===== config.mk =====
export PLATFORM = sky130hd
export DESIGN_NAME = utf8_hangul_kana_normalizer
export DESIGN_NICKNAME = d
export VERILOG_FILES = /design/src/rtl/uhkn_pkg.sv /design/src/rtl/uhkn_front.sv /design/src/rtl/uhkn_queue.sv /design/src/rtl/uhkn_back.sv /design/src/rtl/utf8_hangul_kana_normalizer.sv
export SDC_FILE = /design/constraint.sdc
export NUM_CORES = 1
export LEC_CHECK = 0
export ABC_CLOCK_PERIOD_IN_PS = 7800
export BUFFER_PORTS_ARGS = -buffer_cell sky130_fd_sc_hd__buf_2
export CORE_MARGIN = 3
export CORE_UTILIZATION = 47
export CTS_CLUSTER_SIZE = 16
export DETAILED_ROUTE_END_ITERATION = 6
export GPL_ROUTABILITY_DRIVEN = 0
export HOLD_SLACK_MARGIN = 0.02
export PLACE_DENSITY = 0.68
export SKIP_CTS_REPAIR_TIMING = 1
export SYNTH_ARGS = -nofsm -noshare
export SYNTH_HDL_FRONTEND = slang
export SYNTH_SLANG_ARGS = --single-unit

===== constraint.sdc =====
create_clock -name clk -period 7.8 [get_ports clk]
set_input_delay 1.56 -clock clk [delete_from_list [all_inputs] [get_ports clk]]
set_output_delay 1.56 -clock clk [all_outputs]
set_load 0.05 [all_outputs]

===== src/rtl/uhkn_pkg.sv =====
`timescale 1ns / 1ps
`default_nettype none

package uhkn_pkg;

  // Register indexes on the configuration port
  localparam logic REG_MODE = 1'b0;

  // Mode register values
  localparam logic MODE_HANGUL = 1'b0;
  localparam logic MODE_KANA   = 1'b1;

  localparam logic [20:0] HANGUL_FIRST   = 21'h00AC00;
  localparam logic [20:0] HANGUL_LAST    = 21'h00D7A3;
  localparam logic [20:0] JAMO_INIT_BASE = 21'h001100;
  localparam logic [20:0] JAMO_MED_BASE  = 21'h001161;
  localparam logic [20:0] JAMO_FIN_BASE  = 21'h0011A8;
  localparam logic [20:0] KATA_FIRST     = 21'h0030A1;
  localparam logic [20:0] KATA_LAST      = 21'h0030F6;
  localparam logic [20:0] KATA_SHIFT     = 21'h000060;
  localparam logic [20:0] REPLACEMENT    = 21'h00FFFD;
  localparam logic [5:0]  CONT_MASK      = 6'h3F;

  localparam int unsigned MED_COUNT = 21;
  localparam int unsigned FIN_COUNT = 28;

  // Reciprocals for the constant divisions of the syllable index
  localparam logic [15:0] RECIP_FIN   = 16'd37450;  // 2^20 / 28, rounded up
  localparam logic [11:0] RECIP_MED   = 12'd3121;   // 2^16 / 21, rounded up

  localparam logic [3:0] MAX_BYTES = 4'd9;

  // One decoded code point on its way from the decoder to the encoder
  typedef struct packed {
    logic [20:0] cp;
    logic        mode;
    logic        last;
  } cp_item_t;

  typedef struct packed {
    logic full;
    logic avail;
  } q_stat_t;

  typedef struct packed {
    logic [3:0][7:0] b;
    logic [2:0]      len;
  } enc_t;

  function automatic enc_t utf8_enc(input logic [20:0] cp);
    enc_t e;
    e.b = '0;
    if (cp < 21'h80) begin
      e.b[0] = cp[7:0];
      e.len  = 3'd1;
    end else if (cp < 21'h800) begin
      e.b[0] = {3'b110, cp[10:6]};
      e.b[1] = {2'b10, cp[5:0]};
      e.len  = 3'd2;
    end else if (cp < 21'h10000) begin
      e.b[0] = {4'b1110, cp[15:12]};
      e.b[1] = {2'b10, cp[11:6]};
      e.b[2] = {2'b10, cp[5:0]};
      e.len  = 3'd3;
    end else begin
      e.b[0] = {5'b11110, cp[20:18]};
      e.b[1] = {2'b10, cp[17:12]};
      e.b[2] = {2'b10, cp[11:6]};
      e.b[3] = {2'b10, cp[5:0]};
      e.len  = 3'd4;
    end
    return e;
  endfunction

endpackage

`default_nettype wire


===== src/rtl/uhkn_front.sv =====
`timescale 1ns / 1ps
`default_nettype none

module uhkn_front (
  input  wire logic               clk,
  input  wire logic               rst,
  input  wire logic               mode,
  input  wire logic               in_valid,
  output logic                    in_stall,
  input  wire logic [7:0]         in_byte,
  input  wire logic               in_last,
  input  wire uhkn_pkg::q_stat_t  q_stat,
  output logic                    push,
  output uhkn_pkg::cp_item_t      push_item
);

  logic [1:0]  bytes_left, bytes_left_next;
  logic [20:0] code_accum, code_accum_next;
  logic        accept;
  logic        have;
  logic [20:0] cp;
  logic [1:0]  left_dec;
  logic [20:0] accum_dec;

  assign in_stall = q_stat.full;
  assign accept   = in_valid && !q_stat.full;

  always_comb begin
    have      = 1'b0;
    cp        = '0;
    left_dec  = bytes_left;
    accum_dec = code_accum;
    if (bytes_left != 2'd0) begin
      accum_dec = {code_accum[14:0], in_byte[5:0] & uhkn_pkg::CONT_MASK};
      left_dec  = bytes_left - 2'd1;
      if (left_dec == 2'd0) begin
        have = 1'b1;
        cp   = accum_dec;
      end
    end else begin
      case (in_byte) inside
        8'b0???????: begin
          have = 1'b1;
          cp   = {13'd0, in_byte};
        end
        8'b110?????: begin
          accum_dec = {16'd0, in_byte[4:0]};
          left_dec  = 2'd1;
        end
        8'b1110????: begin
          accum_dec = {17'd0, in_byte[3:0]};
          left_dec  = 2'd2;
        end
        8'b11110???: begin
          accum_dec = {18'd0, in_byte[2:0]};
          left_dec  = 2'd3;
        end
        default: begin
          have = 1'b1;
          cp   = uhkn_pkg::REPLACEMENT;
        end
      endcase
    end
    // flush a partial sequence at the end of the text
    if (in_last && !have) begin
      have = 1'b1;
      cp   = accum_dec;
    end
  end

  always_comb begin
    bytes_left_next = bytes_left;
    code_accum_next = code_accum;
    if (accept) begin
      if (in_last || left_dec == 2'd0) begin
        bytes_left_next = 2'd0;
        code_accum_next = '0;
      end else begin
        bytes_left_next = left_dec;
        code_accum_next = accum_dec;
      end
    end
  end

  always_ff @(posedge clk) begin
    if (rst) begin
      bytes_left <= 2'd0;
      code_accum <= '0;
    end else begin
      bytes_left <= bytes_left_next;
      code_accum <= code_accum_next;
    end
  end

  assign push           = accept && have;
  assign push_item.cp   = cp;
  assign push_item.mode = mode;
  assign push_item.last = in_last;

endmodule

`default_nettype wire


===== src/rtl/uhkn_queue.sv =====
`timescale 1ns / 1ps
`default_nettype none

module uhkn_queue #(
  parameter int unsigned DEPTH = 4
) (
  input  wire logic                clk,
  input  wire logic                rst,
  input  wire logic                push,
  input  wire uhkn_pkg::cp_item_t  push_item,
  input  wire logic                pop,
  output uhkn_pkg::cp_item_t       head_item,
  output uhkn_pkg::q_stat_t        q_stat
);

  localparam int unsigned PTR_W = (DEPTH > 1) ? $clog2(DEPTH) : 1;
  localparam int unsigned CNT_W = $clog2(DEPTH + 1);

  uhkn_pkg::cp_item_t mem [DEPTH];
  logic [PTR_W-1:0] wr_ptr, rd_ptr;
  logic [CNT_W-1:0] count;

  assign q_stat.full  = (count == CNT_W'(DEPTH));
  assign q_stat.avail = (count != '0);
  assign head_item    = mem[rd_ptr];

  always_ff @(posedge clk) begin
    if (push) begin
      mem[wr_ptr] <= push_item;
    end
  end

  always_ff @(posedge clk) begin
    if (rst) begin
      wr_ptr <= '0;
      rd_ptr <= '0;
      count  <= '0;
    end else begin
      if (push) begin
        wr_ptr <= (wr_ptr == PTR_W'(DEPTH - 1)) ? '0 : wr_ptr + PTR_W'(1);
      end
      if (pop) begin
        rd_ptr <= (rd_ptr == PTR_W'(DEPTH - 1)) ? '0 : rd_ptr + PTR_W'(1);
      end
      case ({push, pop})
        2'b10:   count <= count + CNT_W'(1);
        2'b01:   count <= count - CNT_W'(1);
        default: count <= count;
      endcase
    end
  end

endmodule

`default_nettype wire


===== src/rtl/uhkn_back.sv =====
`timescale 1ns / 1ps
`default_nettype none

module uhkn_back (
  input  wire logic                clk,
  input  wire logic                rst,
  input  wire uhkn_pkg::q_stat_t   q_stat,
  input  wire uhkn_pkg::cp_item_t  head_item,
  output logic                     pop,
  output logic                     out_valid,
  input  wire logic                out_stall,
  output logic [7:0]               out_byte,
  output logic                     out_run_last,
  output logic                     out_text_end
);

  // stage 1: registered queue head
  logic               s1_valid;
  uhkn_pkg::cp_item_t s1_item;

  // stage 2: classify, syllable index split by 28
  logic        s2_valid;
  logic        s2_hangul;
  logic [20:0] s2_cp;
  logic [8:0]  s2_q;
  logic [4:0]  s2_fin;
  logic        s2_last;

  // stage 3: initial index from the quotient
  logic        s3_valid;
  logic        s3_hangul;
  logic [20:0] s3_cp;
  logic [8:0]  s3_q;
  logic [4:0]  s3_ini;
  logic [4:0]  s3_fin;
  logic        s3_last;

  // output serialiser
  logic            ser_valid;
  logic [8:0][7:0] ser_buf;
  logic [3:0]      ser_cnt;
  logic [3:0]      ser_idx;
  logic            ser_last;

  logic s1_ready, s2_ready, s3_ready, ser_ready;
  logic out_fire, ser_done;

  assign out_fire  = ser_valid && !out_stall;
  assign ser_done  = out_fire && (ser_idx == ser_cnt - 4'd1);
  assign ser_ready = !ser_valid || ser_done;
  assign s3_ready  = !s3_valid || ser_ready;
  assign s2_ready  = !s2_valid || s3_ready;
  assign s1_ready  = !s1_valid || s2_ready;
  assign pop       = q_stat.avail && s1_ready;

  // stage 2 logic
  logic        c_hangul, c_kana;
  logic [13:0] c_idx;
  logic [29:0] c_prod_q;
  logic [8:0]  c_q;
  logic [13:0] c_q28;

  always_comb begin
    c_hangul = (s1_item.mode == uhkn_pkg::MODE_HANGUL) &&
               (s1_item.cp >= uhkn_pkg::HANGUL_FIRST) &&
               (s1_item.cp <= uhkn_pkg::HANGUL_LAST);
    c_kana   = (s1_item.mode == uhkn_pkg::MODE_KANA) &&
               (s1_item.cp >= uhkn_pkg::KATA_FIRST) &&
               (s1_item.cp <= uhkn_pkg::KATA_LAST);
    c_idx    = 14'(s1_item.cp - uhkn_pkg::HANGUL_FIRST);
    c_prod_q = 30'(c_idx) * 30'(uhkn_pkg::RECIP_FIN);
    c_q      = c_prod_q[28:20];
    c_q28    = {c_q, 5'd0} - {3'd0, c_q, 2'd0};
  end

  // stage 3 logic
  logic [20:0] c_prod_i;
  assign c_prod_i = 21'(s2_q) * 21'(uhkn_pkg::RECIP_MED);

  // serialiser load logic
  logic [8:0]      c_ini21;
  logic [4:0]      c_med;
  uhkn_pkg::enc_t  e_ini, e_med, e_fin, e_one;
  logic [8:0][7:0] c_buf;
  logic [3:0]      c_cnt;

  always_comb begin
    c_ini21 = {s3_ini, 4'd0} + {2'd0, s3_ini, 2'd0} + {4'd0, s3_ini};
    c_med   = 5'(s3_q - c_ini21);
    e_ini   = uhkn_pkg::utf8_enc(uhkn_pkg::JAMO_INIT_BASE + 21'(s3_ini));
    e_med   = uhkn_pkg::utf8_enc(uhkn_pkg::JAMO_MED_BASE + 21'(c_med));
    e_fin   = uhkn_pkg::utf8_enc(uhkn_pkg::JAMO_FIN_BASE + 21'(s3_fin) - 21'd1);
    e_one   = uhkn_pkg::utf8_enc(s3_cp);
    c_buf   = '0;
    if (s3_hangul) begin
      c_buf[0] = e_ini.b[0];
      c_buf[1] = e_ini.b[1];
      c_buf[2] = e_ini.b[2];
      c_buf[3] = e_med.b[0];
      c_buf[4] = e_med.b[1];
      c_buf[5] = e_med.b[2];
      c_buf[6] = e_fin.b[0];
      c_buf[7] = e_fin.b[1];
      c_buf[8] = e_fin.b[2];
      c_cnt    = (s3_fin != 5'd0) ? uhkn_pkg::MAX_BYTES : 4'd6;
    end else begin
      c_buf[0] = e_one.b[0];
      c_buf[1] = e_one.b[1];
      c_buf[2] = e_one.b[2];
      c_buf[3] = e_one.b[3];
      c_cnt    = {1'b0, e_one.len};
    end
  end

  // control
  always_ff @(posedge clk) begin
    if (rst) begin
      s1_valid  <= 1'b0;
      s2_valid  <= 1'b0;
      s3_valid  <= 1'b0;
      ser_valid <= 1'b0;
      ser_idx   <= '0;
    end else begin
      if (s1_ready) s1_valid <= q_stat.avail;
      if (s2_ready) s2_valid <= s1_valid;
      if (s3_ready) s3_valid <= s2_valid;
      if (ser_ready) begin
        ser_valid <= s3_valid;
        ser_idx   <= '0;
      end else if (out_fire) begin
        ser_idx <= ser_idx + 4'd1;
      end
    end
  end

  // payload
  always_ff @(posedge clk) begin
    if (pop) begin
      s1_item <= head_item;
    end
    if (s1_valid && s2_ready) begin
      s2_hangul <= c_hangul;
      s2_cp     <= c_kana ? s1_item.cp - uhkn_pkg::KATA_SHIFT : s1_item.cp;
      s2_q      <= c_q;
      s2_fin    <= 5'(c_idx - c_q28);
      s2_last   <= s1_item.last;
    end
    if (s2_valid && s3_ready) begin
      s3_hangul <= s2_hangul;
      s3_cp     <= s2_cp;
      s3_q      <= s2_q;
      s3_ini    <= c_prod_i[20:16];
      s3_fin    <= s2_fin;
      s3_last   <= s2_last;
    end
    if (s3_valid && ser_ready) begin
      ser_buf  <= c_buf;
      ser_cnt  <= c_cnt;
      ser_last <= s3_last;
    end
  end

  assign out_valid    = ser_valid;
  assign out_byte     = ser_buf[ser_idx];
  assign out_run_last = (ser_idx == ser_cnt - 4'd1);
  assign out_text_end = out_run_last && ser_last;

endmodule

`default_nettype wire


===== src/rtl/utf8_hangul_kana_normalizer.sv =====
`timescale 1ns / 1ps
`default_nettype none

// UTF-8 normaliser, one byte in and one byte out per request. The front end
// decodes each input byte as it arrives (one byte every clock while the code
// point queue has room) and pushes every finished code point, with the mode
// and end-of-text flag it was completed under, into a QUEUE_DEPTH-entry queue.
// The back end pops code points, splits Hangul syllables into two or three
// conjoining jamo (mode 0) or lowers katakana to hiragana (mode 1), re-encodes
// them and sends one output byte every clock the output is not stalled. A
// code point expands to 1 to 4 bytes for plain text, 6 or 9 for a decomposed
// syllable; the output serialiser is what sets the long-run rate. A finished
// code point passes through the queue, the registered queue head, the classify
// and initial-index stages and the serialiser. Continuation bytes are not
// checked, invalid lead bytes become U+FFFD, and a sequence cut short by
// in_last is flushed as the bits gathered so far. The mode register sits at
// byte address 0 of the APB port and is sampled when each code point completes.

module utf8_hangul_kana_normalizer #(
  parameter int unsigned QUEUE_DEPTH = 4
) (
  input  wire logic        clk,
  input  wire logic        rst,
  // APB configuration port
  input  wire logic        psel,
  input  wire logic        penable,
  input  wire logic        pwrite,
  input  wire logic [2:0]  paddr,
  input  wire logic [31:0] pwdata,
  output logic [31:0]      prdata,
  output logic             pready,
  // input byte stream
  input  wire logic        in_valid,
  output logic             in_stall,
  input  wire logic [7:0]  in_byte,
  input  wire logic        in_last,
  // output byte stream
  output logic             out_valid,
  input  wire logic        out_stall,
  output logic [7:0]       out_byte,
  output logic             out_run_last,
  output logic             out_text_end
);

  logic mode;
  logic cfg_wr;

  // Register index is the word address; low address bits are ignored
  assign pready = 1'b1;
  assign cfg_wr = psel && penable && pwrite && pready &&
                  (paddr[2] == uhkn_pkg::REG_MODE);

  always_ff @(posedge clk) begin
    if (rst) begin
      mode <= uhkn_pkg::MODE_HANGUL;
    end else if (cfg_wr) begin
      mode <= pwdata[0];
    end
  end

  always_comb begin
    prdata = '0;
    if (paddr[2] == uhkn_pkg::REG_MODE) begin
      prdata[0] = mode;
    end
  end

  uhkn_pkg::q_stat_t  q_stat;
  uhkn_pkg::cp_item_t push_item, head_item;
  logic               push, pop;

  // Decode the byte stream into code points
  uhkn_front u_front (
    .clk       (clk),
    .rst       (rst),
    .mode      (mode),
    .in_valid  (in_valid),
    .in_stall  (in_stall),
    .in_byte   (in_byte),
    .in_last   (in_last),
    .q_stat    (q_stat),
    .push      (push),
    .push_item (push_item)
  );

  // Hold finished code points so either side can stall on its own
  uhkn_queue #(
    .DEPTH (QUEUE_DEPTH)
  ) u_queue (
    .clk       (clk),
    .rst       (rst),
    .push      (push),
    .push_item (push_item),
    .pop       (pop),
    .head_item (head_item),
    .q_stat    (q_stat)
  );

  // Transform, re-encode and serialise
  uhkn_back u_back (
    .clk          (clk),
    .rst          (rst),
    .q_stat       (q_stat),
    .head_item    (head_item),
    .pop          (pop),
    .out_valid    (out_valid),
    .out_stall    (out_stall),
    .out_byte     (out_byte),
    .out_run_last (out_run_last),
    .out_text_end (out_text_end)
  );

endmodule

`default_nettype wire

* After elaboration in Yosys (flattened, before gate mapping)
Memories as Yosys holds them, arrays and structs flattened. A register that Yosys moved wholly into a read port is not among the register bits. Cells that the tools add are included.
Storage, ports and cells: register bits after elaboration 191, memory bits (writable) 92, input bits 51, output and inout port bits 45, memories 1
Memory list:
- u_queue.mem | depth 4, bits a word 23, rd ports 1, clocked after memory_dff 1, wr ports 1, line uhkn_queue.sv:19 | uhkn_pkg::cp_item_t mem [DEPTH];
Cells by class: add/sub/neg operators 18, multipliers 2, $lt $le $gt $ge 17, eq/ne operators 9, mux-type cells 55, bitwise operators 3, reduce and logical (&&, ||, !) cells 40
Operators by type and width (number):
- two-way mux 21 bit | 13
- two-way mux 25 bit | 4
- < comparator 21 x 12 -> 1 bit (second input constant) | 4
- < comparator 21 x 17 -> 1 bit (second input constant) | 4
- < comparator 21 x 8 -> 1 bit (second input constant) | 4
- two-way mux 19 bit | 4
- two-way mux 16 bit | 3
- two-way mux 11 bit | 4
- adder 13 x 5 -> 14 bit (first input constant) | 3
- binary-select mux 8 bit (select 4 bit) | 1
- two-way mux 32 bit | 1
- multiplier 14 x 15 -> 28 bit (second input constant) | 1
- two-way mux 24 bit | 1
- two-way mux 8 bit | 3
- greater-or-equal comparator 21 x 14 -> 1 bit (second input constant) | 1
- greater-or-equal comparator 21 x 16 -> 1 bit (second input constant) | 1
- less-or-equal comparator 21 x 14 -> 1 bit (second input constant) | 1
- less-or-equal comparator 21 x 16 -> 1 bit (second input constant) | 1
- multiplier 9 x 12 -> 21 bit (second input constant) | 1
- subtractor 21 x 1 -> 21 bit (second input constant) | 1
- subtractor 21 x 7 -> 21 bit (second input constant) | 1
- logical AND 1 bit | 17
- two-way mux 2 bit | 8
- subtractor 14 bit (second input constant) | 1
- other kinds (29) | 61

* Longest topological paths before layout
Gate-level depths: netlist of run 1.
word-level depth 12, mapped depth 24, depth with buffers taken out 23

* By module
From an unflattened synthesis of run 1, not the netlist that was laid out.
Unflattened totals: cell total of the unflattened synthesis 1245, area total of the unflattened synthesis 15717.6 sq um
By module, submodules not included:
- uhkn_back | times used 1, cells each 882, area an instance 10403.7 sq um, seq. area each 4514.3 sq um
- uhkn_queue | times used 1, cells each 168, area an instance 3802.4 sq um, seq. area each 2942.8 sq um
- uhkn_front | times used 1, cells each 155, area an instance 1202.4 sq um, seq. area each 360.3 sq um
- utf8_hangul_kana_normalizer | times used 1, cells each 40, area an instance 309.0 sq um, seq. area each 20.0 sq um

* Worst setup path before layout of run 1
Ideal clock, no wire load.
path kind reg-to-reg, start point register, netlist name u_back.s1_item[12], end point register u_back.s2_fin[4] (data pin), library setup time 262 ps, arrival 5351 ps, data required time 7538 ps, setup slack 2187 ps, stages on the path, launching flop included 22, cells stage by stage edfxtp_1 -> clkbuf_1 -> a21oi_1 -> xnor2_1 -> ha_1 -> inv_1 -> fa_1 -> inv_1 -> fa_1 -> fa_1 -> fa_1 -> fa_1 -> ha_1 -> and4_1 -> o21ai_0 -> o21ai_0 -> xor2_1 -> ha_1 -> inv_1 -> fa_1 -> xor2_1 -> xnor2_1
On the way: word-level cells in the longest chain between the ends 4
Ends and longest elaborated chain:
- subtractor 14 bit | line uhkn_back.sv:70 | c_idx = 14'(s1_item.cp - uhkn_pkg::HANGUL_FIRST);
- multiplier 14 x 15 -> 28 bit | line uhkn_back.sv:71 | c_prod_q = 30'(c_idx) * 30'(uhkn_pkg::RECIP_FIN);
- via u_back.c_prod_q[20] | line uhkn_back.sv:59 | logic [29:0] c_prod_q;
- subtractor 1 x 5 -> 5 bit | line uhkn_back.sv:73 | c_q28 = {c_q, 5'd0} - {3'd0, c_q, 2'd0};
- subtractor 5 bit | line uhkn_back.sv:145 | s2_fin <= 5'(c_idx - c_q28);
- end signal, assigned | line uhkn_back.sv:145
- end, declared | line uhkn_back.sv:26 | logic [4:0] s2_fin;
The timed path passes the listed nets, and every way through them passes these cells. A chain may end at the register's enable or synchronous reset.

* Worst setup path after layout of run 1
start point register, netlist name u_back.s1_item[12], end point register u_back.s2_fin[4] (data pin)
On the way: word-level cells in the longest chain between the ends 4
Ends and longest elaborated chain (line):
- subtractor 14 bit | uhkn_back.sv:70
- multiplier 14 x 15 -> 28 bit | uhkn_back.sv:71
- via u_back.c_prod_q[20] | uhkn_back.sv:59
- subtractor 1 x 5 -> 5 bit | uhkn_back.sv:73
- subtractor 5 bit | uhkn_back.sv:145
The timed path passes the listed nets, and every way through them passes these cells.

==> results of run 1 <==
==> through the flow <==
step                      std cells  utilization  hold slack, ns  setup slack, ns
after floorplan                1279            -          0.4003            2.187
after global placement         1663       0.4972          0.4014            1.742
after detailed placement       1663       0.4972          0.4045            1.754
after CTS                      1713       0.5234          0.4121            1.711
after global routing           1713       0.5234          0.4139            1.363
final                          1713       0.5234          0.4137            1.769
==> critical path, stage by stage (launching register included) <==
cell and delay, ns:
edfxtp_1 0.52, a21oi_1 0.16, xnor2_1 0.38, ha_1 0.23
inv_1 0.05, fa_1 0.47, inv_1 0.05, fa_1 0.54
fa_1 0.45, fa_1 0.50, fa_1 0.41, ha_1 0.31
and4_1 0.25, o21ai_0 0.09, o21ai_0 0.18, xor2_1 0.28
ha_1 0.20, inv_1 0.05, fa_1 0.37, xor2_1 0.16
xnor2_1 0.14
==> final cells by class <==
| type | instances | share of cell area |
|---|---|---|
| Multi-Input combinational cell | 797 | 0.4126 |
| Clock buffer | 37 | 0.04506 |
| Sequential cell | 271 | 0.4650 |
| Clock inverter | 13 | 0.004850 |
| Tap cell | 435 | 0.03246 |
| Timing Repair Buffer | 39 | 0.01298 |
| Inverter | 121 | 0.02708 |
==> routing by layer <==
layer / track usage / up-vias / part of all wire
met5: 0 / - / 0
met4: 0.03059 / 0 / 0.016
met3: 0.02206 / 37 / 0.051
met2: 0.2725 / 256 / 0.50
met1: 0.2144 / 4508 / 0.44
li1: - / 4476 / -
==> placed cells by master (no fill, tap or decap), types with 6 or more instances in the layout <==
| cell type | instances |
|---|---|
| a221o_1 | 13 |
| and3_1 | 11 |
| dfxtp_1 | 34 |
| nor2b_1 | 21 |
| clkbuf_1 | 8 |
| nand3_1 | 11 |
| xnor2_1 | 28 |
| a21oi_1 | 47 |
| o21ai_0 | 30 |
| nor2_1 | 82 |
| nor3_1 | 12 |
| fa_1 | 40 |
| mux2i_1 | 10 |
| nand4_1 | 11 |
| conb_1 | 32 |
| buf_2 | 30 |
| a21o_1 | 6 |
| ha_1 | 166 |
| clkinv_1 | 9 |
| xor2_1 | 19 |
| mux4_2 | 30 |
| nand2_1 | 66 |
| o21ai_1 | 18 |
| inv_1 | 117 |
| and2_1 | 18 |
| clkbuf_16 | 29 |
| buf_4 | 9 |
| nand2b_1 | 9 |
| edfxtp_1 | 237 |
| a211oi_1 | 8 |
| a22oi_1 | 21 |
==> sequential cells by signal, summed over array words and instances (netlist names), 2 cells and up <==
signal,flops
u_back.s3_cp,19
u_back.s2_fin,5
u_queue.rd_ptr,2
u_back.ser_buf,46
u_queue.wr_ptr,2
u_back.ser_idx,4
u_front.bytes_left,2
u_back.s3_ini,5
u_back.s3_fin,5
u_queue.count,3
u_back.s1_item,23
u_queue.mem,92
u_back.s2_q,9
u_front.code_accum,16
u_back.s3_q,5
u_back.s2_cp,19
u_back.ser_cnt,4
==> cell families after synthesis <==
kind of cell / after synthesis
buf+inv: 211
other cells: 2
fa+ha+maj: 206
flops: 271
compound gates: 193
mux: 43
simple gates: 276
xor+xnor: 47
==> worst paths after layout <==
kind / startpoint / endpoint / slack, ns / depth (start not counted)
hold reg to reg: u_back.s2_cp[3] / u_back.s3_cp[3] / 0.41 / 0
setup reg to reg: u_back.s1_item[12] / u_back.s2_fin[4] / 1.77 / 20
hold / removal: u_back.s2_cp[3] / u_back.s3_cp[3] / 0.41 / 0
setup / recovery: u_back.s1_item[12] / u_back.s2_fin[4] / 1.77 / 20
==> metrics.log, run 1 <==
INFO  metric detailedPlacementHpwl = 19880 um
INFO  metric report.final.hold_viol_count = 0
INFO  metric synth_adder_area_share = 0.1858
INFO  metric max_slew.worst_pin.slew = 1.113 ns
INFO  metric final_nets = 1515
INFO  metric ys_top_cells_by_count = edfxtp_1 (237), ha_1 (166), inv_1 (117), nor2_1 (82), nand2_1 (66)
INFO  metric final_max_slew_viol_count = 0
INFO  metric period_share = 0.7732
INFO  metric clock_tree.htree_level_count = 1
INFO  metric dpl_cell_area = 15930 sq um
INFO  metric grt_usage = 0.1576
INFO  metric synth_cell_type_count = 70
INFO  metric io_buffers = 30
INFO  metric finalCriticalPeriod = 6.031 ns
INFO  metric clk_root_buffer_cell = clkbuf_16
INFO  metric worstHoldPathType = flop to flop
INFO  metric netlist_area = 15490 sq um
INFO  metric cts_num_sinks = 271
INFO  metric synthArstFlopShare = 0
INFO  metric maxClockFrequency = 0.1658 GHz
INFO  metric worst_skew_pair.late_latency = 0.53 ns
INFO  metric yosys-mux-area-fraction = 0.05251
INFO  metric drtIter0Drc = 680
INFO  metric vias = 9277
INFO  metric cp-end-kind = flop
INFO  metric drt_first_pass_iters = 5
INFO  metric worst_ep_required_time = 8.06 ns
INFO  metric syn_area_per_cell = 12.40 sq um
INFO  metric predominant_post_synthesis_flop_cell = edfxtp_1
INFO  metric area_used_by_sequential_logic_in_the_layout = 7797 sq um
INFO  metric final_area = 16770 sq um
INFO  metric initial_utilization = 0.4833
INFO  metric finalSetupViolations = 0
INFO  metric ys_warn_count = 0
INFO  metric netlist_instances = 1249
INFO  metric antenna_found_initial = 0
INFO  metric grt_first_pass_wirelength = 46290 um
INFO  metric io_pins = 96
INFO  metric outcome = completed
INFO  metric yosysMostFrequentCell = edfxtp_1
INFO  metric synth_top_area_frac = 0.4595
INFO  metric grt_start_max_net_pins = 52
INFO  metric multi_input_comb_area = 6919 sq um
INFO  metric diodes = 0
INFO  metric post_synth_xor_area_fraction = 0.02658
INFO  metric die_w = 187.5 um
INFO  metric synth_edf_count = 237
INFO  metric area_growth_syn_to_layout = 8.281%
INFO  metric synthSimpleGateAreaFrac = 0.08790
INFO  metric netlist.top_cell.by_area = edfxtp_1
INFO  metric number_of_flip_flops_and_latches_in_the_synthesized_netlist = 271
INFO  metric first_global_vias = 9184
INFO  metric setup_tns = 0 ns
INFO  metric timing.setup.critical_path_class = flop to flop
INFO  metric finalWirelength = 27400 um
INFO  metric detail_route.wl_per_cell = 15.99 um
INFO  metric worst_setup_hold_path_clk_slew = 0.06 ns
INFO  metric tritoncts = built
INFO  metric drc = 0
INFO  metric numCtsBuffers = 28
INFO  metric worstPathMaxFanout = 9
INFO  metric worst_ep_arrival_time = 6.29 ns
INFO  metric antenna_left = 0
INFO  metric drive_gt1_frac = 0.09624
INFO  metric max_slew_margin = 0.2546
INFO  metric maxCapViolations = 0
INFO  metric longest_clk_path_bufs = 3
INFO  metric fin_worst_skew = 0.01451 ns
INFO  metric complex_gate_fraction_of_the_synthesized_area = 0.08354
INFO  metric post_synth_main_area_contributors = edfxtp_1 (46%), ha_1 (13%), fa_1 (5.2%), dfxtp_1 (4.4%), mux4_2 (4.4%)
INFO  metric die_area = 35170 sq um
INFO  metric placement_rows = 65
INFO  metric fill_cells = 2795
INFO  metric grt.overflow.total = 0
INFO  metric rsz0062_at_grt = false
INFO  metric setup.worst_path.start_class = flop
INFO  metric die_h = 187.5 um
INFO  metric combinational_family_with_the_most_area_after_synthesis = adder cells
INFO  metric floorplan.core_area = 32040 sq um
INFO  metric yosysSeqAreaShare = 0.5035
INFO  metric avgViaCountPerCell = 5.416
Power of run 1 is not shown: default switching activity piles up to over one toggle a cycle in this logic, so the estimate is an artifact.
==> run 2: changes to the inputs <==
Settings changed: ABC_AREA from default to 1, ABC_CLOCK_PERIOD_IN_PS 7800 to 5200, PLACE_DENSITY 0.68 to 0.71.
Clock period 7.8 ns to 5.2 ns, I/O delays scaled along.
==> metrics.log, run 2 <==
INFO  metric clock_tree.htree_level_count = 1
INFO  metric period_share = 1.109
INFO  metric antenna_found_initial = 0
INFO  metric vias = 11670
INFO  metric finalCriticalPeriod = 5.767 ns
INFO  metric area_growth_syn_to_layout = 12.62%
INFO  metric worst_skew_pair.late_latency = 0.53 ns
INFO  metric max_reg_flops = 92
INFO  metric worstPathBufferInverterCount = 6
INFO  metric drive_gt1_frac = 0.1304
INFO  metric netlist_instances = 1660
INFO  metric yosysSeqAreaShare = 0.4808
INFO  metric detail_route.wirelength.met1 = 14770 um
INFO  metric r2r_end = u_back.s2_fin[4]
INFO  metric worst_setup_hold_path_clk_slew = 0.06 ns
INFO  metric number_of_flip_flops_and_latches_in_the_synthesized_netlist = 276
INFO  metric drtIter0Drc = 988
INFO  metric worstPathMaxFanout = 4
INFO  metric yosysMostFrequentCell = nand2_1
INFO  metric area_used_by_sequential_logic_in_the_layout = 7898 sq um
INFO  metric avgViaCountPerCell = 5.274
INFO  metric final_critical_path_setup_slack = -0.5665 ns
INFO  metric crit_family = adder cells
INFO  metric max_slew_margin = 0.3179
INFO  metric wl_met2 = 16150 um
INFO  metric diodes = 0
INFO  metric top_regs = u_queue.mem: 92 flops, u_back.ser_buf: 46 flops, u_back.s1_item: 23 flops
INFO  metric maxClockFrequency = 0.1734 GHz
INFO  metric ys_top_cells_by_count = nand2_1 (246), edfxtp_1 (237), inv_1 (232), ha_1 (166), nor2_1 (134)
INFO  metric worstHoldPathType = flop to flop
INFO  metric die_area = 37230 sq um
INFO  metric multi_input_comb_area = 7420 sq um
INFO  metric maxCapViolations = 0
INFO  metric grt_start_max_net_pins = 52
INFO  metric detailedPlacementHpwl = 24290 um
INFO  metric worst_ep_required_time = 5.48 ns
INFO  metric floorplan.core_area = 33950 sq um
INFO  metric setup.worst_path.start_class = flop
INFO  metric layout.core_utilization = 0.5449
INFO  metric r2r.worst_path.cells = 27
INFO  metric timing.setup.critical_path_class = flop to flop
INFO  metric longest_clk_path_bufs = 3
INFO  metric synth_edf_count = 237
INFO  metric fill_cells = 2905
INFO  metric cts_num_sinks = 276
INFO  metric layout_common_cells = nand2_1 (243), edfxtp_1 (237), inv_1 (228), ha_1 (162), nor2_1 (124)
INFO  metric cp-end-kind = flop
INFO  metric rr_startpoint = u_back.s1_item[13]
INFO  metric drt_first_pass_iters = 6
INFO  metric fin_worst_hold_slack = 0.4130 ns
INFO  metric finalSetupViolations = 2
INFO  metric grt_usage = 0.1774
INFO  metric syn_area_per_cell = 9.896 sq um
INFO  metric placement_rows = 67
INFO  metric predominant_post_synthesis_flop_cell = edfxtp_1
INFO  metric ys_warn_count = 0
INFO  metric critical_path.most_common_cell = fa_1
INFO  metric violations_in_the_final_reports = negative setup slack
INFO  metric tritoncts = built
INFO  metric critical-path-slowest-cell = fa_1
INFO  metric die_w = 193.0 um
INFO  metric report.final.hold_viol_count = 0
INFO  metric netlist.top_cell.by_area = edfxtp_1
INFO  metric antenna_left = 0
INFO  metric layout_commonest_cell = nand2_1
INFO  metric timing.critical_path.depth = 27
INFO  metric synth_cell_type_count = 56
INFO  metric synthArstFlopShare = 0
INFO  metric detail_route.wl_per_cell = 14.99 um
INFO  metric io_buffers = 30
INFO  metric post_synth_main_area_contributors = edfxtp_1 (43%), ha_1 (13%), nand2_1 (5.6%), inv_1 (5.3%), fa_1 (4.9%)
INFO  metric detailroute.wirelength.met3 = 1546 um
INFO  metric finalWirelength = 33170 um
INFO  metric topRoutingLayerUsed = met4
INFO  metric numCtsBuffers = 29
INFO  metric grt.overflow.total = 0
INFO  metric crit_path_max_incr_delay = 0.52 ns
INFO  metric first_global_vias = 11300
INFO  metric io_pins = 96
INFO  metric die_h = 193.0 um
INFO  metric outcome = finished, violations left
INFO  metric register_with_the_highest_flop_count = u_queue.mem
INFO  metric critical_path.startpoint = u_back.s1_item[13]
INFO  metric clk_root_buffer_cell = clkbuf_16
INFO  metric worstSetupEndpoint = u_back.s2_fin[4]
INFO  metric drc = 0
INFO  metric r2r_slack = -0.57 ns
INFO  metric grt_first_pass_wirelength = 54670 um
INFO  metric initial_utilization = 0.4838
INFO  metric synth_top_area_frac = 0.4332
INFO  metric max_slew.worst_pin.slew = 1.022 ns
INFO  metric hold_depth = 0
INFO  metric netlist_area = 16430 sq um
INFO  metric final_nets = 1999
INFO  metric final_max_slew_viol_count = 0
INFO  metric worst_ep_arrival_time = 6.05 ns
INFO  metric fin_worst_skew = 0.01135 ns
INFO  metric rsz0062_at_grt = true
## run 2: how the worst min path moves through the flow
stage / endpoint / start / slack (ns)
after floorplan: u_back.s2_last / u_back.s1_item[0] / 0.40
after global placement: u_back.s3_cp[5] / u_back.s2_cp[5] / 0.40
after detailed placement: u_back.s3_hangul / u_back.s2_hangul / 0.41
after CTS: u_back.s3_hangul / u_back.s2_hangul / 0.42
after global routing: u_back.s3_cp[14] / u_back.s2_cp[14] / 0.42
final: u_back.s3_cp[12] / u_back.s2_cp[12] / 0.41
## run 2: final cells by class
type                            count  share of cell area
Clock buffer                       35             0.04261
Tap cell                          448             0.03030
Multi-Input combinational cell   1083              0.4011
Clock inverter                     18             0.01021
Inverter                          246             0.04998
Sequential cell                   276              0.4269
Timing Repair Buffer              106             0.03896
## run 2: kinds of logic (layout without fill, tap and decap cells)
logic type | Yosys count | after routing | share of synthesized area
compound gates | 332 | 332 | 0.1170
flops | 276 | 276 | 0.4808
xor+xnor | 28 | 28 | 0.01493
simple gates | 485 | 485 | 0.1258
other cells | 2 | 32 | 0.0004572
fa+ha+maj | 206 | 206 | 0.1752
buf+inv | 331 | 405 | 0.08584
## run 2: through the flow
stage          worst slack, ns  cells  instance area (sq um)  TNS, ns
2_1_floorplan          -0.2646   1690                  16560  -0.3265
3_3_place_gp           -0.4925   2153                  17330  -0.7439
3_5_place_dp           -0.6362   2153                  17330   -1.026
4_1_cts                -0.6460   2206                  18310   -1.043
5_1_grt                -0.7957   2212                  18500   -2.127
6_report               -0.5665   2212                  18500  -0.9865
## run 2: per-layer routing
metal / up-vias / track usage
met5: - / 0
li1: 5804 / -
met2: 317 / 0.3020
met1: 5494 / 0.2432
met4: 0 / 0.04284
met3: 52 / 0.02296
Power of run 2 is left out for the same reason.
==> run 3: changes to the inputs <==
Settings changed: CORE_UTILIZATION 47 to 40, PLACE_DENSITY 0.71 to 0.62.
==> metrics.log, run 3 (same netlist as run 2, synthesis figures left out) <==
INFO  metric outcome = finished, violations left
INFO  metric violations_in_the_final_reports = negative setup slack
INFO  metric top_regs = u_queue.mem: 92 flops, u_back.ser_buf: 46 flops, u_back.s1_item: 23 flops
INFO  metric maxClockFrequency = 0.1745 GHz
INFO  metric grt.overflow.total = 0
INFO  metric layout.core_utilization = 0.4634
INFO  metric worstPathBufferInverterCount = 6
INFO  metric timing.setup.critical_path_class = flop to flop
INFO  metric longest_clk_path_bufs = 3
INFO  metric grt.met1_usage = 0.2047
INFO  metric grt_usage = 0.1522
INFO  metric avgViaCountPerCell = 5.049
INFO  metric period_share = 1.102
INFO  metric clock_tree.htree_level_count = 1
INFO  metric die_area = 43530 sq um
INFO  metric drive_gt1_frac = 0.1280
INFO  metric globalRoute.busiestLayer = met2
INFO  metric io_pins = 96
INFO  metric cts_num_sinks = 276
INFO  metric finalCriticalPeriod = 5.730 ns
INFO  metric r2r.worst_path.cells = 27
INFO  metric numCtsBuffers = 30
INFO  metric worst_ep_required_time = 5.52 ns
INFO  metric cp-end-kind = flop
INFO  metric hold_depth = 0
INFO  metric area_used_by_sequential_logic_in_the_layout = 7898 sq um
INFO  metric final_critical_path_setup_slack = -0.5297 ns
INFO  metric finalWirelength = 33530 um
INFO  metric die_h = 208.7 um
INFO  metric drtIter0Drc = 717
INFO  metric crit_path_max_incr_delay = 0.56 ns
INFO  metric placement_rows = 73
INFO  metric max_slew_margin = 0.2519
INFO  metric critical_path.most_common_cell = fa_1
INFO  metric register_with_the_highest_flop_count = u_queue.mem
INFO  metric final_nets = 2007
INFO  metric diodes = 0
INFO  metric final_max_slew_viol_count = 0
INFO  metric max_reg_flops = 92
INFO  metric crit_family = adder cells
INFO  metric detailedPlacementHpwl = 24870 um
INFO  metric antenna_found_initial = 0
INFO  metric maxCapViolations = 0
INFO  metric antenna_left = 0
INFO  metric worst_skew_pair.late_latency = 0.55 ns
INFO  metric max_slew.worst_pin.slew = 1.121 ns
INFO  metric initial_utilization = 0.4087
INFO  metric final_area = 18620 sq um
INFO  metric clk_root_buffer_cell = clkbuf_16
INFO  metric worstHoldPathType = flop to flop
INFO  metric rsz0062_at_grt = true
INFO  metric hold_path.startpoint = u_back.s2_fin[0]
INFO  metric worst_setup_hold_path_clk_slew = 0.06 ns
INFO  metric report.final.hold_viol_count = 0
INFO  metric worst_ep_arrival_time = 6.05 ns
INFO  metric globalRouteMet3Util = 0.01756
INFO  metric layout_commonest_cell = nand2_1
INFO  metric io_buffers = 30
INFO  metric fill_cells = 3749
INFO  metric detail_route.wl_per_cell = 14.58 um
INFO  metric fin_worst_skew = 0.02142 ns
INFO  metric globalRouteMet2Util = 0.2627
INFO  metric r2r_end = u_back.s2_fin[4]
INFO  metric grt_start_max_net_pins = 52
INFO  metric die_w = 208.7 um
INFO  metric hold-path-endpoint = u_back.s3_fin[0]
INFO  metric multi_input_comb_area = 7357 sq um
INFO  metric vias = 11610
INFO  metric setup.worst_path.start_class = flop
INFO  metric grt_first_pass_wirelength = 55940 um
INFO  metric critical-path-slowest-cell = fa_1
INFO  metric area_growth_syn_to_layout = 13.37%
INFO  metric first_global_vias = 11410
INFO  metric drt_first_pass_iters = 5
INFO  metric worstPathMaxFanout = 4
INFO  metric finalSetupViolations = 2
INFO  metric r2r_slack = -0.53 ns
INFO  metric layout_common_cells = nand2_1 (243), edfxtp_1 (237), inv_1 (227), ha_1 (163), nor2_1 (125)
INFO  metric floorplan.core_area = 40190 sq um
INFO  metric dpl_cell_area = 17480 sq um
INFO  metric drc = 0
INFO  metric rr_startpoint = u_back.s1_item[13]
INFO  metric preCtsSetupSlack = -0.6887 ns
INFO  metric tritoncts = built
-- run 3: cell count changes in the layout (fill, tap and decap cells not counted), sizes merged --
cell	delta
buf	+7
clkbuf	+5
inv	+1
clkinvlp	+1
bufinv	+1
clkinv	-5
-- run 3: worst register-to-register path: stages, from the launching register on --
cell,delay (ns)
edfxtp_1,0.43
inv_2,0.10
o21ai_2,0.07
inv_1,0.06
nor2_2,0.04
nor2_2,0.15
ha_2,0.20
inv_2,0.03
fa_1,0.48
inv_1,0.06
fa_1,0.54
fa_1,0.44
fa_1,0.47
fa_1,0.56
ha_4,0.22
nand2_2,0.07
nand2_2,0.05
a31oi_1,0.20
o21ai_2,0.10
a21oi_2,0.15
xnor2_2,0.16
ha_2,0.21
inv_2,0.04
fa_2,0.34
xnor2_2,0.15
inv_1,0.05
nand2_1,0.06
nand2_1,0.04
-- run 3: cell type report --
class                   instances  area share
flip-flops and latches        276      0.4241
clock inverters                16     0.01108
repair buffers                113     0.04152
clock buffers                  40     0.04340
inverters                     246     0.04965
multi-input cells            1083      0.3950
well taps                     525     0.03527
-- run 3: worst max-delay path by stage --
stage	depth (start not counted)	end	slack, ns	startpoint
after floorplan	27	u_back.s2_fin[4]	-0.26	u_back.s1_item[12]
after global placement	27	u_back.s2_fin[4]	-0.54	u_back.s1_item[13]
after detailed placement	25	u_back.s2_fin[4]	-0.69	u_back.s1_item[13]
after CTS	25	u_back.s2_fin[4]	-0.70	u_back.s1_item[13]
after global routing	27	u_back.s2_fin[4]	-0.79	u_back.s1_item[13]
final	27	u_back.s2_fin[4]	-0.53	u_back.s1_item[13]
-- run 3: per-stage QoR --
step,setup TNS [ns],instances,hold slack (ns)
after floorplan,-0.3265,1690,0.4003
after global placement,-0.8420,2237,0.4021
after CTS,-1.233,2293,0.4138
after global routing,-1.988,2299,0.4219
final,-0.9694,2299,0.4128
after detailed placement,-1.186,2237,0.4045
-- run 3: layer usage --
metal	vias to the layer above	part of all wire
met5	-	0
met4	0	0.025
met3	64	0.038
met2	210	0.49
met1	5517	0.45
li1	5816	-
Power of run 3 is left out for the same reason.
